File: src/hw/rtl/bsct_pkg.sv
// Constants and types shared by the corner turner modules.
package bsct_pkg;

    localparam int WIDTH = 64;
    localparam int CNT_W = $clog2(WIDTH);

    localparam logic PHASE_LOAD  = 1'b0;
    localparam logic PHASE_DRAIN = 1'b1;

    typedef struct packed {
        logic             load;
        logic             drain;
        logic [CNT_W-1:0] plane;
        logic             last;
    } cell_ctl_t;

endpackage

File: src/hw/rtl/bsct_cell.sv
// One cell of the chain: holds one row, takes the next row from its neighbour
// while loading and shifts its row out MSB first while draining.
module bsct_cell
    import bsct_pkg::*;
(
    input  logic             clk,
    input  cell_ctl_t        ctl,
    input  logic [WIDTH-1:0] row_in,
    output logic [WIDTH-1:0] row_out
);

    logic [WIDTH-1:0] row_reg;
    logic [WIDTH-1:0] row_next;

    always_comb
    begin
        row_next = row_reg;
        if (ctl.load)
        begin
            row_next = row_in;
        end
        else if (ctl.drain)
        begin
            row_next = {row_reg[WIDTH-2:0], 1'b0};
        end
    end

    always_ff @(posedge clk)
    begin
        row_reg <= row_next;
    end

    assign row_out = row_reg;

endmodule

File: config.mk
export PLATFORM = sky130hd
export DESIGN_NAME = bsct_cell
export DESIGN_NICKNAME = d
export VERILOG_FILES = /design/src/hw/rtl/bsct_pkg.sv /design/src/hw/rtl/bsct_cell.sv
export SDC_FILE = /design/constraint.sdc
export NUM_CORES = 1
export LEC_CHECK = 0
export BUFFER_PORTS_ARGS = -buffer_cell sky130_fd_sc_hd__buf_2
export CAP_MARGIN = 0
export CELL_PAD_IN_SITES_DETAIL_PLACEMENT = 1
export CELL_PAD_IN_SITES_GLOBAL_PLACEMENT = 1
export CORE_UTILIZATION = 39
export CTS_CLUSTER_DIAMETER = 200
export DETAILED_ROUTE_END_ITERATION = 16
export PLACE_DENSITY_LB_ADDON = 0.1
export RECOVER_POWER = 25
export SYNTH_ARGS = -nofsm -noshare
export SYNTH_HDL_FRONTEND = slang
export SYNTH_SLANG_ARGS = --single-unit
File: constraint.sdc
create_clock -name clk -period 3.5 [get_ports clk]
set_input_delay 0.175 -clock clk [delete_from_list [all_inputs] [get_ports clk]]
set_output_delay 0.175 -clock clk [all_outputs]
set_load 0.03 [all_outputs]
==> results.json <==
{
  "slowest_delay_ns": 0.48,
  "final_hold_viol_count": 0,
  "reg2reg_slack_ns": 2.53,
  "cts_made_buffers": 9,
  "drv_cap": 0,
  "first_iter_violations": 75,
  "r2r-start": "row_out[50]$_DFFE_PP_",
  "antenna_found_initial": 0,
  "p_leak_nw": 1.587,
  "cts_buffer_depth": 2,
  "cts.reportedPaths.clkPinSlew_ns": 0.07,
  "crit_top_cell": "buf_4",
  "final_cells": 376,
  "routabilityCongestion": 0.6576,
  "die_h_um": 88.18,
  "ys_warn_count": 0,
  "power_mw": 1.893,
  "htreeDepth": 3,
  "hp-class": "in2reg",
  "crit_type": "in2reg",
  "ys_ff_latch": 64,
  "ant_nets": 0,
  "io_pins": 138,
  "largest_reg_flops": 64,
  "cts_setup_buffers": 0,
  "maxSlewViolCount": 0,
  "fin_crit_ns": 1.405,
  "grt_pass1_vias": 1724,
  "hold_start": "row_in[59]",
  "cp_slowest_cell": "buf_4",
  "finalClockSkew_ns": 0.006570,
  "final_common_cell": "buf_2",
  "syn_inst": 136,
  "final_util": 0.5080,
  "synth_nets": 210,
  "root_buffer": "clkbuf_8",
  "fmax_mhz": 711.6,
  "tightestPinTransition_ns": 0.5818,
  "wl_per_cell_um": 15.67,
  "setup.worst_path.start": "ctl[8]",
  "syn_area_sq_um": 2897,
  "reg2reg_to": "row_out[51]$_DFFE_PP_",
  "synth.avg_cell_area_sq_um": 21.30,
  "grt_pass1_wl_um": 8901,
  "rsz0062_at_grt": "no",
  "vias": 1724,
  "diodes": 0,
  "worstHoldEndpoint": "row_out[59]$_DFFE_PP_",
  "clock_sinks": 64,
  "dieArea_sq_um": 7776,
  "vdd_drop_max_v": 0.0002868,
  "port_buffers": 130,
  "syn_to_final_growth_pct": 26.52,
  "cts_hold_buf": 0,
  "period_share": 0.4015,
  "holdPathStages": 2,
  "die_w_um": 88.18,
  "rows": 31,
  "cp_max_fo": 44,
  "globalRouteOverflowTotal": 0,
  "nets": 347,
  "tns_ns": 0,
  "drt_pass1_iterations": 2,
  "crit_chain": "buf_4, buf_4, mux2_4",
  "worstPathRequired_ns": 3.58,
  "startpoint_type": "primary input",
  "synth.distinct_cells": 7,
  "drive_gt1_frac": 0.6282,
  "cts_resized": 0,
  "core-area_sq_um": 7214,
  "grt_use_total": 0.1600,
  "final_cell_mix": "119 x buf_2, 64 x edfxtp_1, 26 x mux2_1",
  "cts_tree": "done",
  "outcome": "finished clean",
  "clk_latency_ns": 0.33,
  "relSlewSlack": 0.6121,
  "crit_path_end_kind": "flop",
  "grt_start_max_net_pins": 45,
  "dp.cells": 361,
  "critical_path_arrival_ns": 1.49,
  "ff2ff_path_depth": 1,
  "drcViolationCount": 0,
  "powerDensity_nw_per_um2": 516.6,
  "start_util": 0.4015,
  "dp_hpwl_um": 4113,
  "synth_seq_area_share": 0.6635,
  "finalSetupViolCount": 0,
  "whs_ns": 0.1302,
  "wl_um": 5893,
  "routed_via_density": 4.585
}
==> worst max-delay path by stage <==
stage | to | slack [ns] | depth (start not counted)
2_1_floorplan | row_out[0]$_SDFFCE_PN0P_ | 1.79 | 3
4_1_cts | row_out[31]$_DFFE_PP_ | 1.99 | 3
6_report | row_out[31]$_DFFE_PP_ | 2.09 | 3
3_3_place_gp | row_out[27]$_DFFE_PP_ | 1.63 | 3
5_1_grt | row_out[31]$_DFFE_PP_ | 2.03 | 3
3_5_place_dp | row_out[19]$_DFFE_PP_ | 1.62 | 3
==> kinds of logic after synthesis <==
kind of cell	count (synthesis)	share of synthesized area
mux	63	0.3071
simple gates	2	0.004322
buf+inv	7	0.02505
flops	64	0.6635
==> area by class of cell <==
type,count,area [sq um]
Sequential cell,64,1922
Clock buffer,9,123.9
Fill cell,780,3550
Multi-Input combinational cell,65,804.5
Tap cell,99,123.9
Clock inverter,6,27.53
Timing Repair Buffer,133,663.1
==> per-stage QoR <==
stage	worst slack [ns]	cell area (sq um)
final	2.095	3665
after global routing	2.026	3665
after CTS	1.989	3775
after detailed placement	1.621	3623
after global placement	1.629	3623
after floorplan	1.792	2897
==> metal layers <==
layer,GRT usage,up-vias,wire (um)
met4,0.08798,0,106
li1,-,807,-
met3,0.05372,8,505
met5,0,-,0
met2,0.2364,79,2742
met1,0.2070,830,2538
==> critical path, delay by kind of cell <==
kind	cells	cell delay (ns)
multiplexers	1	0.34
buffers and inverters	2	0.94
==> power breakdown <==
part | leakage (nW) | internal (mW) | switching (mW)
Clock | 0.0835 | 0.243 | 0.265
Combinational | 0.850 | 0.149 | 0.250
Sequential | 0.653 | 0.946 | 0.0395
==> cell usage after synthesis (all sizes together) <==
cell type | n | area (sq um)
and2 | 1 | 6.260
buf | 7 | 72.56
or2 | 1 | 6.260
mux2 | 63 | 889.6
edfxtp | 64 | 1922
Power figures use the tool's default switching activity.
