## src/hw/rtl/bsct_pkg.sv

```systemverilog
// Constants and types shared by the corner turner modules.
package bsct_pkg;

    localparam int WIDTH = 64;
    localparam int CNT_W = $clog2(WIDTH);

    localparam logic PHASE_LOAD  = 1'b0;
    localparam logic PHASE_DRAIN = 1'b1;

    typedef struct packed {
        logic             load;
        logic             drain;
        logic [CNT_W-1:0] plane;
        logic             last;
    } cell_ctl_t;

endpackage

```

## src/hw/rtl/bsct_ctrl.sv

```systemverilog
// Sequencer: counts rows in, then bit planes out, and steers the cell chain.
module bsct_ctrl
    import bsct_pkg::*;
(
    input  logic      clk,
    input  logic      rst_n,
    input  logic      in_valid,
    input  logic      out_space,
    output logic      in_ready,
    output cell_ctl_t ctl
);

    logic             phase_reg;
    logic             phase_next;
    logic [CNT_W-1:0] fill_reg;
    logic [CNT_W-1:0] fill_next;
    logic [CNT_W-1:0] plane_reg;
    logic [CNT_W-1:0] plane_next;
    logic             load;
    logic             drain;

    assign in_ready = (phase_reg == PHASE_LOAD);
    assign load     = in_valid && in_ready;
    assign drain    = (phase_reg == PHASE_DRAIN) && out_space;

    always_comb
    begin
        phase_next = phase_reg;
        fill_next  = fill_reg;
        plane_next = plane_reg;
        if (load)
        begin
            if (fill_reg == CNT_W'(WIDTH - 1))
            begin
                // block full: start shifting planes out
                fill_next  = '0;
                plane_next = '0;
                phase_next = PHASE_DRAIN;
            end
            else
            begin
                fill_next = fill_reg + 1'b1;
            end
        end
        if (drain)
        begin
            if (plane_reg == CNT_W'(WIDTH - 1))
            begin
                plane_next = '0;
                phase_next = PHASE_LOAD;
            end
            else
            begin
                plane_next = plane_reg + 1'b1;
            end
        end
    end

    always_ff @(posedge clk or negedge rst_n)
    begin
        if (!rst_n)
        begin
            phase_reg <= PHASE_LOAD;
            fill_reg  <= '0;
            plane_reg <= '0;
        end
        else
        begin
            phase_reg <= phase_next;
            fill_reg  <= fill_next;
            plane_reg <= plane_next;
        end
    end

    assign ctl.load  = load;
    assign ctl.drain = drain;
    assign ctl.plane = plane_reg;
    assign ctl.last  = (plane_reg == CNT_W'(WIDTH - 1));

endmodule

```

## config.mk

```make
export PLATFORM = sky130hd
export DESIGN_NAME = bsct_ctrl
export DESIGN_NICKNAME = d
export VERILOG_FILES = /design/src/hw/rtl/bsct_pkg.sv /design/src/hw/rtl/bsct_ctrl.sv
export SDC_FILE = /design/constraint.sdc
export NUM_CORES = 1
export LEC_CHECK = 0
export ABC_AREA = 1
export ABC_CLOCK_PERIOD_IN_PS = 1050
export BUFFER_PORTS_ARGS = -buffer_cell sky130_fd_sc_hd__buf_2
export CAP_MARGIN = 20
export CORE_UTILIZATION = 47
export DETAILED_ROUTE_END_ITERATION = 10
export PLACE_DENSITY = 0.74
export RECOVER_POWER = 100
export SLEW_MARGIN = 20
export SYNTH_ARGS = -nofsm -noshare
export SYNTH_HDL_FRONTEND = slang
export SYNTH_SLANG_ARGS = --single-unit
```

## constraint.sdc

```tcl
create_clock -name clk -period 1.05 [get_ports clk]
set_input_delay 0.1575 -clock clk [delete_from_list [all_inputs] [get_ports clk]]
set_output_delay 0.1575 -clock clk [all_outputs]
set_load 0.005 [all_outputs]
```

==> results of run 1 <==
[stage by stage]
stage          instances  total power [mW]
2_1_floorplan         84              1.01
3_3_place_gp         119              1.26
3_5_place_dp         119              1.27
4_1_cts              134              1.78
5_1_grt              136              2.07
6_report             136              1.98
[routing by layer]
layer / part of all wire / track usage
met2: 0.45 / 0.453
met3: 0.053 / 0.0319
met1: 0.42 / 0.320
met4: 0.075 / 0.145
met5: 0 / 0
[cells in the final DEF, fill, tap and decap left out]
master,netlist,final
sky130_fd_sc_hd__clkbuf_4,0,3
sky130_fd_sc_hd__mux2i_1,1,1
sky130_fd_sc_hd__nand3_1,9,4
sky130_fd_sc_hd__xnor2_1,3,3
sky130_fd_sc_hd__buf_4,2,16
sky130_fd_sc_hd__nand2_2,2,6
sky130_fd_sc_hd__dfrtp_1,13,9
sky130_fd_sc_hd__nand4_1,2,2
sky130_fd_sc_hd__inv_1,8,7
sky130_fd_sc_hd__a22oi_2,1,1
sky130_fd_sc_hd__nand2_4,1,1
sky130_fd_sc_hd__nor2_4,2,4
sky130_fd_sc_hd__nor2_1,4,3
sky130_fd_sc_hd__clkinv_2,0,1
sky130_fd_sc_hd__o21ai_1,3,2
sky130_fd_sc_hd__ha_4,0,2
sky130_fd_sc_hd__clkbuf_2,0,2
sky130_fd_sc_hd__a21oi_1,1,1
sky130_fd_sc_hd__dfrtp_2,0,4
sky130_fd_sc_hd__dlygate4sd3_1,0,1
sky130_fd_sc_hd__buf_6,0,9
sky130_fd_sc_hd__nand3_2,3,6
sky130_fd_sc_hd__o21ai_2,0,2
sky130_fd_sc_hd__nand2_1,20,16
sky130_fd_sc_hd__buf_2,0,7
sky130_fd_sc_hd__nand3_4,0,2
sky130_fd_sc_hd__nor2_2,3,2
sky130_fd_sc_hd__xor2_1,1,1
sky130_fd_sc_hd__inv_2,2,3
[cell families (layout without fill, tap and decap cells)]
logic type               Yosys count  count (layout)
XOR/XNOR                           4               4
buffers and inverters             12              49
AND/OR/NAND/NOR                   46              46
adder cells (fa/ha/maj)            2               2
AO/OA/AOI/OAI                      6               6
flip-flops                        13              13
multiplexers                       1               1
[Yosys cell counts]
cell                      number
sky130_fd_sc_hd__inv_2         2
sky130_fd_sc_hd__buf_4         2
sky130_fd_sc_hd__nand2_4       1
sky130_fd_sc_hd__xor2_1        1
sky130_fd_sc_hd__nand2_1      20
sky130_fd_sc_hd__o21ai_1       3
sky130_fd_sc_hd__nand3_2       3
sky130_fd_sc_hd__nor2_1        4
sky130_fd_sc_hd__dfrtp_1      13
sky130_fd_sc_hd__nand4_1       2
sky130_fd_sc_hd__nand3_1       9
sky130_fd_sc_hd__o21ai_0       1
sky130_fd_sc_hd__inv_1         8
sky130_fd_sc_hd__mux2i_1       1
sky130_fd_sc_hd__xnor2_1       3
sky130_fd_sc_hd__nor2_4        2
sky130_fd_sc_hd__ha_1          2
sky130_fd_sc_hd__a22oi_2       1
sky130_fd_sc_hd__nand2_2       2
sky130_fd_sc_hd__nor2_2        3
sky130_fd_sc_hd__a21oi_1       1
[path summary, 6_finish.rpt]
| kind | start | endpoint | slack (ns) | depth (start not counted) |
|---|---|---|---|---|
| min in group asynchronous | rst_n | phase_reg | 0.30 | 2 |
| max in group asynchronous | rst_n | plane_reg[3] | 0.47 | 2 |
| worst max-delay path | plane_reg[1] | ctl[0] | -0.29 | 4 |
| worst max register to register | fill_reg[0] | plane_reg[2] | -0.23 | 6 |
| worst min register to register | fill_reg[4] | fill_reg[4] | 0.56 | 2 |
| worst min-delay path | in_valid | fill_reg[3] | 0.29 | 5 |
[layout make-up]
type,count,area (um^2)
Fill cell,74,230
Sequential cell,13,330
Tap cell,15,18.8
Clock inverter,1,5.00
Timing Repair Buffer,35,277
Clock buffer,3,22.5
Multi-Input combinational cell,59,445
Inverter,10,37.5
[what timing repair did]
action                                  CTS  global route
hold buffers                              1             0
endpoints found under the hold margin    13             0
resized for setup                        16            18
buffers inserted                         10             4
pin swaps                                 9            13
endpoints found under the setup margin   17            21
[power by group through the flow]
stage | registers (mW) | clock network, mW | logic [mW]
floorplan | 0.766 | 0 | 0.244
detailed placement | 0.736 | 0 | 0.537
global placement | 0.731 | 0 | 0.530
global route | 0.784 | 0.354 | 0.933
CTS | 0.743 | 0.332 | 0.702
finish | 0.783 | 0.336 | 0.865
[critical path, cell delays in order (launching register included)]
cell and delay [ns]:
sky130_fd_sc_hd__dfrtp_1 0.42, sky130_fd_sc_hd__ha_4 0.17, sky130_fd_sc_hd__nand3_4 0.08, sky130_fd_sc_hd__nor2_4 0.10, sky130_fd_sc_hd__buf_2 0.13
==> metrics.md, run 1 <==
| Metric | Value |
|---|---|
| Critical path fanouts, max | 2 |
| Total nets after synthesis | 90 |
| Violations in the final reports | setup timing |
| Total global-route track usage | 0.265 |
| Synth Area in XOR/XNOR | 0.0481 |
| Largest buffer count on any clock path | 2 |
| First-pass GRT wire length | 2.75 mm |
| First-pass iteration count of the detailed router | 4 |
| H-tree Lvls | 1 |
| Maximum clock skew at final layout | approximately 0.0069 ns |
| TritonCTS clock tree | yes |
| Share of Yosys cell area claimed by the top area cell type | 0.447 |
| Fraction of the mapped netlist area in compound gates | 0.0515 |
| Internal power | 1.21 mW |
| Main combinational cell family by area after synthesis | simple AND/OR/NAND/NOR gates |
| Crit path setup slack, layout | -0.295 ns |
| Total wirelength of the detailed-routed design | 2.62 mm |
| Synthesized-area fraction occupied by adder cells | 0.0344 |
| Core Box Area | roughly 1400 um^2 |
| Total congestion overflow after global routing | 0 |
| Hold WS | approximately 0.29 ns |
| Die footprint | 1710 um^2 |
| Number of antenna violations at the first check in global routing | 0 |
| Final period util | 1.28 |
| Startpoint kind of the worst setup timing path | flip-flop |
| Post-route cell area | about 1100 um^2 |
| Clock latency of the later-clocked register in the worst-skew pair | 0.29 ns |
| Starting Density | 0.533 |
| Max-cap check violation count | 0 |
| Die Span Y | 41.4 um |
| Power share of the sequential group | 0.395 |
| TritonCTS Buffers | 3 |
| Flip-flop and latch count after synthesis | 13 |
| Total clock sinks | 13 |
| Largest net degree at the start of global routing | 14 |
| Number of hold violations in the final report | 0 |
| Syn avg cell area | about 8.7 um^2 |
| Final core occ | 0.832 |
| Root buf cell | sky130_fd_sc_hd__clkbuf_4 |
| Setup TNS after final layout | -2.71 ns |
| Number of endpoints failing setup at the final stage | 20 |
| Period minus WS final | roughly 1.3 ns |
| Combinational fraction of design power | 0.436 |
| Measured slew at the worst slew-check pin | 0.341 ns |
| Critical path required time | 0.89 ns |
| Post-Syn Instances | 84 |
| Post-layout net count | 128 |
| Slew Viols, Final | 0 |
| Dominant cells by area after synthesis | sky130_fd_sc_hd__dfrtp_1, sky130_fd_sc_hd__nand2_1, sky130_fd_sc_hd__nand3_1 |
| Distinct cells, synth | 21 |
| Class of the most critical setup path | reg2out |
| Clock group share of total power | 0.169 |
| HPWL after detailed placement | between 1 and 1.5 mm |
| Num rows | 13 |
| Fraction of synthesized area in multiplexers | 0.0137 |
| Die W | 41.4 um |
| Placed Instance Area | between 800 and 900 um^2 |
| Peak clock frequency supported by timing | 0.744 GHz |
| N_diodes | 0 |
| Number of buffer cells added on primary ports | 13 |
| Worst slew slack as a fraction of its limit | 0.772 |
| Routed vias | 758 |
| Vias in the first global route | 618 |
| Ports | 14 |
| Total of warnings raised by yosys | 0 |
| Endpoint class of the critical path | output pin |
| Total standard cell area after synthesis | 728 um^2 |
| Yosys top cell by area | sky130_fd_sc_hd__dfrtp_1 |
| Lkg Pwr | 0.565 nW |
| Final ANT Viol Nets | 0 |
| Wire length per cell | 19.3 um |
| Switching component of the power | 0.775 mW |
| Peak supply drop | 1.43 mV |
| Area fraction in and, or, nand and nor cells after synthesis | 0.333 |
| Worst hold path type | in2reg |
| Sw Share | 0.391 |
| Unrepaired setup endpoints after global routing | true |
| Worst setup slack after placement | -0.0977 ns |
| Run status | finished with violations |
| Drt via density | 5.57 |
| Areal power density over the cells | around 1700 nW/um^2 |
| Number of DRC markers after the initial detailed-route iteration | 30 |
| RD Place Congestion | between 0.7 and 0.8 |
| Clock slew at reported path FFs | roughly 0.090 ns |
| DRC | 0 |
| Seq/Total Area, Yosys | 0.447 |
| Ratio of cells with drive above 1 in the final layout | 0.587 |
| Area growth syn-to-layout | 56.0% |
| Data arrival time of the worst path | 1.19 ns |
(Power assumes the default switching activity.)
==> run 2: changes to the inputs <==
- SKIP_LAST_GASP: unset -> 1
==> run 2 against run 1 <==
  * The flow still finishes with violations (setup timing)
  * Cell count is the same
  * Via count grew 4.0%
  * Sequential share of layout area up 0.064 points
  * First-iteration DRC count up 43%
  * Non-clock buffer count is the same
  * Die area is the same
==> metrics.md, run 2 (synthesis results as in run 1) <==
| Metric | Value |
|---|---|
| Run status | finished with violations |
| Starting Density | 0.533 (unchanged) |
| Final ANT Viol Nets | 0 (unchanged) |
| Most Frequent Cell on Critical Path | sky130_fd_sc_hd__inv_2 |
| Number of buffer cells added on primary ports | 13 (unchanged) |
| Root buf cell | sky130_fd_sc_hd__clkbuf_4 |
| Slew Viols, Final | 0 (unchanged) |
| H-tree Lvls | 1 (unchanged) |
| RD Place Congestion | 0.732 (unchanged) |
| Area growth syn-to-layout | 55.7% |
| Violations in the final reports | setup timing |
| Maximum clock skew at final layout | 0.00713 ns (+0.000279 ns) |
| Reg2Reg Launch Point | plane_reg[1] |
| Data arrival time of the worst path | 1.18 ns (about the same) |
| Startpoint kind of the worst setup timing path | flip-flop |
| Peak clock frequency supported by timing | 0.750 GHz (+0.85%) |
| Worst slew slack as a fraction of its limit | 0.774 (+0.00162) |
| Total wirelength of the detailed-routed design | 2.53 mm (-3.4%) |
| Measured slew at the worst slew-check pin | 0.339 ns (-0.00243 ns) |
| Post-layout net count | 128 (unchanged) |
| Num rows | 13 (unchanged) |
| Class of the most critical setup path | reg2out |
| Largest net degree at the start of global routing | 14 (unchanged) |
| Core Box Area | 1370 um^2 (unchanged) |
| Max-cap check violation count | 0 (unchanged) |
| Die W | 41.4 um (unchanged) |
| DRC | 0 (unchanged) |
| Critical path's largest stage delay | 0.43 ns (about the same) |
| Peak supply drop | 1.29 mV (-9.3%) |
| Final period util | 1.27 (-0.0108) |
| TritonCTS clock tree | yes |
| Final core occ | 0.830 (-0.00183) |
| Worst hold path type | in2async |
| Number of antenna violations at the first check in global routing | 0 (unchanged) |
| Cell type of the slowest stage on the worst timing path | sky130_fd_sc_hd__dfrtp_1 |
| Die footprint | 1710 um^2 (unchanged) |
| Most frequent cells in the layout | sky130_fd_sc_hd__nand2_1, sky130_fd_sc_hd__buf_4, sky130_fd_sc_hd__dfrtp_1, sky130_fd_sc_hd__buf_6 |
| Cell chain of the critical path | inv_2 > nand2_2 > inv_2 > buf_2 |
| Cell depth of the worst flop-to-flop path | 8 (+2) |
| Number of endpoints failing setup at the final stage | 19 (-5.0%) |
| Clock slew at reported path FFs | 0.09 ns (about the same) |
| Cell count after placement | 119 (unchanged) |
| Kind of cell adding the most delay to the critical path | flip-flops |
| Unrepaired setup endpoints after global routing | true |
| Number of DRC markers after the initial detailed-route iteration | 43 (+43%) |
| Clock latency of the later-clocked register in the worst-skew pair | 0.28 ns (about the same) |
| HPWL after detailed placement | 1.09 mm (unchanged) |
| Crit path setup slack, layout | -0.283 ns (+0.0114 ns) |
| TritonCTS Buffers | 3 (unchanged) |
| Setup slack, reg-to-reg | -0.24 ns (about the same) |
| Buf/Inv on CP | 3 (+2) |
| Critical path fanouts, max | 3 (+1) |
| Total global-route track usage | 0.265 (unchanged) |
| Drt via density | 5.79 (+4.0%) |
| Routed vias | 788 (+4.0%) |
| Total clock sinks | 13 (unchanged) |
| First-pass iteration count of the detailed router | 4 (unchanged) |
| Die Span Y | 41.4 um (unchanged) |
| Ports | 14 (unchanged) |
| Lkg Pwr | 0.565 nW (about the same) |
| Layout Cells excl Fill | 136 (unchanged) |
| Crit Reg-Reg Endpoint | plane_reg[5] |
| Total congestion overflow after global routing | 0 (unchanged) |
| Largest buffer count on any clock path | 2 (unchanged) |
| Vias in the first global route | 618 (unchanged) |
| N_diodes | 0 (unchanged) |
| Count of fill cells added during filler insertion | 68 (-8.1%) |
| Critical path required time | 0.89 ns (about the same) |
| Most common cell after layout, fill and taps aside | sky130_fd_sc_hd__nand2_1 |
| Hold WS | 0.306 ns (+0.0185 ns) |
| Endpoint class of the critical path | output pin |
| Wire length per cell | 18.6 um (-3.4%) |
| Period minus WS final | 1.33 ns (-0.0114 ns) |
| Areal power density over the cells | 1710 nW/um^2 (-2.3%) |
| Number of hold violations in the final report | 0 (unchanged) |
| First-pass GRT wire length | 2.75 mm (unchanged) |
| Ratio of cells with drive above 1 in the final layout | 0.579 (-0.00826) |
| Overall power of the completed layout | 1.93 mW (-2.5%) |
run 2: cell count changes in the layout (fill, tap and decap cells not counted):
cell	previous run	this run
sky130_fd_sc_hd__nand2_1	16	17
sky130_fd_sc_hd__nand2_2	6	5
run 2: through the flow:
step | setup slack [ns] | TNS (ns) | area (um^2)
floorplan | -0.0892 | -0.298 | 742
global placement | -0.0613 | -0.292 | 878
detailed placement | -0.0977 | -0.586 | 878
CTS | -0.266 | -1.77 | 1070
global route | -0.324 | -3.57 | 1130
finish | -0.283 | -2.65 | 1130
run 2: final cells by class:
| class | count | area, um^2 | share of cell area |
|---|---|---|---|
| clock inverter | 1 | 5.00 | 0.00442 |
| sequential | 13 | 330 | 0.291 |
| multi-input combinational | 59 | 443 | 0.391 |
| timing repair buffer | 35 | 277 | 0.244 |
| tap | 15 | 18.8 | 0.0166 |
| clock buffer | 3 | 22.5 | 0.0199 |
| inverter | 10 | 37.5 | 0.0331 |
run 2: worst max-delay path by stage:
stage	slack, ns	cells after the start	from	end
floorplan	-0.09	6	plane_reg[1]	plane_reg[0]
global placement	-0.06	6	fill_reg[0]	plane_reg[0]
detailed placement	-0.1	6	fill_reg[0]	plane_reg[0]
CTS	-0.27	4	plane_reg[1]	ctl[0]
global route	-0.32	4	phase_reg	ctl[8]
finish	-0.28	4	phase_reg	ctl[8]
run 2: where the power goes:
group	switching (mW)	total, mW	internal, mW	leakage (nW)
Sequential	0.158	0.773	0.615	0.158
Clock	0.178	0.319	0.141	0.0177
Combinational	0.391	0.842	0.451	0.389
run 2: repair_timing:
action                     4_1_cts  5_1_grt
setup endpoints to repair       17       21
gates resized for setup         16       17
setup buffers                   10        4
pin swaps                        9       13
hold buffers                     1        0
hold endpoints to repair        13        0
run 2: layer usage:
metal	global-route usage	share of wire	vias up
met5	0	0	-
met4	0.145	0.046	0
met3	0.0319	0.085	13
met2	0.453	0.46	53
met1	0.320	0.40	376
li1	-	-	346
==> run 3: changes to the inputs <==
- ABC_CLOCK_PERIOD_IN_PS: 1050 -> 1300
- CORE_UTILIZATION: 47 -> 50
- PLACE_DENSITY: 0.74 -> 0.75
- clock period: 1.05 -> 1.3 ns (I/O delays scaled with it)
==> run 3 against run 2 <==
  * The flow still finishes with violations (setup timing)
  * Final area shrank 19%
  * Routed wire length shrank 34%
  * Power shrank 34%
  * Die area shrank 5.7%
  * Highest routed layer unchanged
  * Via count shrank 18%
  * Register-to-register slack gained 0.26 ns
  * Clock skew shrank 0.0019 ns
  * Clock-buffer cell count grew 1
  * Global-route usage shrank 5.0 points
  * Setup slack gained 0.24 ns
  * Largest power group is now sequential cells
==> metrics.md, run 3 (synthesis results as in run 1) <==
| Metric | Value |
|---|---|
| TritonCTS clock tree | yes |
| Final period util | 1.03 |
| H-tree Lvls | 1 (unchanged) |
| Maximum clock skew at final layout | 0.00523 ns (-0.00190 ns) |
| Post-layout net count | 116 (-9.4%) |
| Unrepaired setup endpoints after global routing | true |
| Kind of cell adding the most delay to the critical path | flip-flops |
| Power share of the sequential group | 0.480 (+0.080) |
| Lkg Pwr | 0.497 nW (-12%) |
| Number of antenna violations at the first check in global routing | 0 (unchanged) |
| Setup TNS after final layout | -0.0718 ns (+2.58 ns) |
| RD Place Congestion | 0.687 (-6.2%) |
| Buf/Inv on CP | 1 (-2) |
| Areal power density over the cells | 1370 nW/um^2 (-20%) |
| Setup slack, reg-to-reg | 0.02 ns (+0.26 ns) |
| Class of the most critical setup path | reg2out |
| TritonCTS Buffers | 3 (unchanged) |
| Peak supply drop | 0.617 mV (-52%) |
| Worst hold path type | in2reg |
| Slew Viols, Final | 0 (unchanged) |
| Violations in the final reports | setup timing |
| Drt via density | 5.22 (-9.9%) |
| Endpoint class of the critical path | output pin |
| First-pass GRT wire length | 2.17 mm (-21%) |
| Hold-critical path depth | 4 |
| Total congestion overflow after global routing | 0 (unchanged) |
| Cell type of the slowest stage on the worst timing path | sky130_fd_sc_hd__dfrtp_1 |
| Startpoint kind of the worst setup timing path | flip-flop |
| Placed Instance Area | 812 um^2 (-7.5%) |
| Root buf cell | sky130_fd_sc_hd__clkbuf_4 |
| Die W | 40.2 um (-2.9%) |
| Critical path required time | 1.11 ns (+0.22 ns) |
| Largest buffer count on any clock path | 2 (unchanged) |
| Crit Reg-Reg Endpoint | fill_reg[5] |
| Number of DRC markers after the initial detailed-route iteration | 26 (-40%) |
| Die Span Y | 40.2 um (-2.9%) |
| Clock slew at reported path FFs | 0.08 ns (about the same) |
| Number of endpoints failing setup at the final stage | 2 (-17) |
| Most common cell after layout, fill and taps aside | sky130_fd_sc_hd__nand2_1 |
| N_diodes | 0 (unchanged) |
| Final ANT Viol Nets | 0 (unchanged) |
| DRC | 0 (unchanged) |
| Hold WS | 0.221 ns (-0.0848 ns) |
| Ports | 14 (unchanged) |
| Clock latency of the later-clocked register in the worst-skew pair | 0.28 ns (about the same) |
| Routed vias | 647 (-18%) |
| Core Box Area | 1330 um^2 (-2.4%) |
| Cell chain of the critical path | ha_2 > nand3_4 > nor2_4 > buf_2 |
| Cell depth of the worst flop-to-flop path | 8 (unchanged) |
| Area growth syn-to-layout | 26.8% |
| Switching component of the power | 0.462 mW (-36%) |
| Total wirelength of the detailed-routed design | 1.67 mm (-34%) |
| Total global-route track usage | 0.215 (-0.0500) |
| Largest net degree at the start of global routing | 14 (unchanged) |
| Source of the worst hold timing path | in_valid |
| Worst slew slack as a fraction of its limit | 0.504 (-0.270) |
| Ratio of cells with drive above 1 in the final layout | 0.349 (-0.230) |
| Count of fill cells added during filler insertion | 121 (+78%) |
| Die footprint | 1610 um^2 (-5.7%) |
| HPWL after detailed placement | 1.09 mm (+0.17%) |
| Most frequent cells in the layout | sky130_fd_sc_hd__nand2_1, sky130_fd_sc_hd__dfrtp_1, sky130_fd_sc_hd__buf_2 |
| Reg2Reg Launch Point | phase_reg |
| Endpoint of the worst hold path | fill_reg[1] |
| Vias in the first global route | 495 (-20%) |
| Measured slew at the worst slew-check pin | 0.743 ns (+0.404 ns) |
| Data arrival time of the worst path | 1.15 ns (-0.03 ns) |
| Num rows | 13 (unchanged) |
| Critical path's largest stage delay | 0.36 ns (-0.07 ns) |
| Internal power | 0.806 mW (-33%) |
| Total clock sinks | 13 (unchanged) |
| Peak clock frequency supported by timing | 0.746 GHz |
| Period minus WS final | 1.34 ns |
| Number of hold violations in the final report | 0 (unchanged) |
| First-pass iteration count of the detailed router | 4 (unchanged) |
| Clock group share of total power | 0.203 (+0.038) |
| Max-cap check violation count | 0 (unchanged) |
| Worst setup slack after placement | 0.104 ns (+0.201 ns) |
| Starting Density | 0.546 (+0.0130) |
| Number of buffer cells added on primary ports | 13 (unchanged) |
| Critical path fanouts, max | 2 (-1) |
| Crit path setup slack, layout | -0.0409 ns (+0.243 ns) |
| Run status | finished with violations |
| Combinational fraction of design power | 0.316 (-0.119) |
| Post-route cell area | 923 um^2 (-19%) |
| Wire length per cell | 13.4 um (-28%) |
| Sw Share | 0.364 (-0.0116) |
[run 3: changes by cell type in the layout (fill, tap and decap cells not counted), moves of 5 or more]
cell	before	now
sky130_fd_sc_hd__buf_4	16	9
sky130_fd_sc_hd__nand2_2	5	0
sky130_fd_sc_hd__nand3_1	4	9
sky130_fd_sc_hd__buf_6	9	0
[run 3: power groups by stage]
stage	Clock (mW)	Combinational (mW)	Sequential (mW)
5_1_grt	0.284	0.447	0.622
3_5_place_dp	0	0.369	0.602
2_1_floorplan	0	0.188	0.610
4_1_cts	0.262	0.408	0.605
3_3_place_gp	0	0.356	0.594
6_report	0.258	0.401	0.609
[run 3: what timing repair did]
| item | in CTS | in global routing |
|---|---|---|
| endpoints found under the setup margin | 2 | 6 |
| endpoints found under the hold margin | 13 | 0 |
| gates resized for setup | 3 | 3 |
| pin swaps | 2 | 3 |
| setup buffers | 3 | 5 |
| hold buffers | 1 | 0 |
[run 3: worst max path at each step]
stage / slack (ns) / start / cells after the start / end
detailed placement: 0.10 / fill_reg[0] / 6 / plane_reg[3]
global placement: 0.13 / fill_reg[0] / 6 / plane_reg[0]
global route: -0.12 / plane_reg[0] / 4 / ctl[0]
floorplan: 0.07 / plane_reg[0] / 6 / plane_reg[0]
CTS: -0.07 / plane_reg[1] / 4 / ctl[0]
finish: -0.04 / plane_reg[0] / 4 / ctl[0]
[run 3: layout make-up]
type	count	area, um^2	share of cell area
clock buffers	4	26.3	0.0285
multi-input cells	59	375	0.407
well taps	15	18.8	0.0203
repair buffers	23	140	0.152
inverters	10	37.5	0.0407
flip-flops and latches	13	325	0.352
[run 3: worst min-delay path, delay by kind of cell]
family / cells / cell delay, ns
buffers and inverters: 1 / 0.11
AND/OR/NAND/NOR: 3 / 0.17
[run 3: through the flow]
stage	power [mW]	utilization	cells
finish	1.27	0.692	124
global route	1.35	0.692	124
CTS	1.27	0.664	120
detailed placement	0.971	0.609	112
global placement	0.951	0.609	112
floorplan	0.797	-	84
[run 3: per-layer routing]
metal	up-vias	track usage	wire length (um)
met5	-	0	0
met4	0	0.147	48
met3	7	0.0611	75
met2	21	0.355	804
met1	300	0.235	737
li1	319	-	-
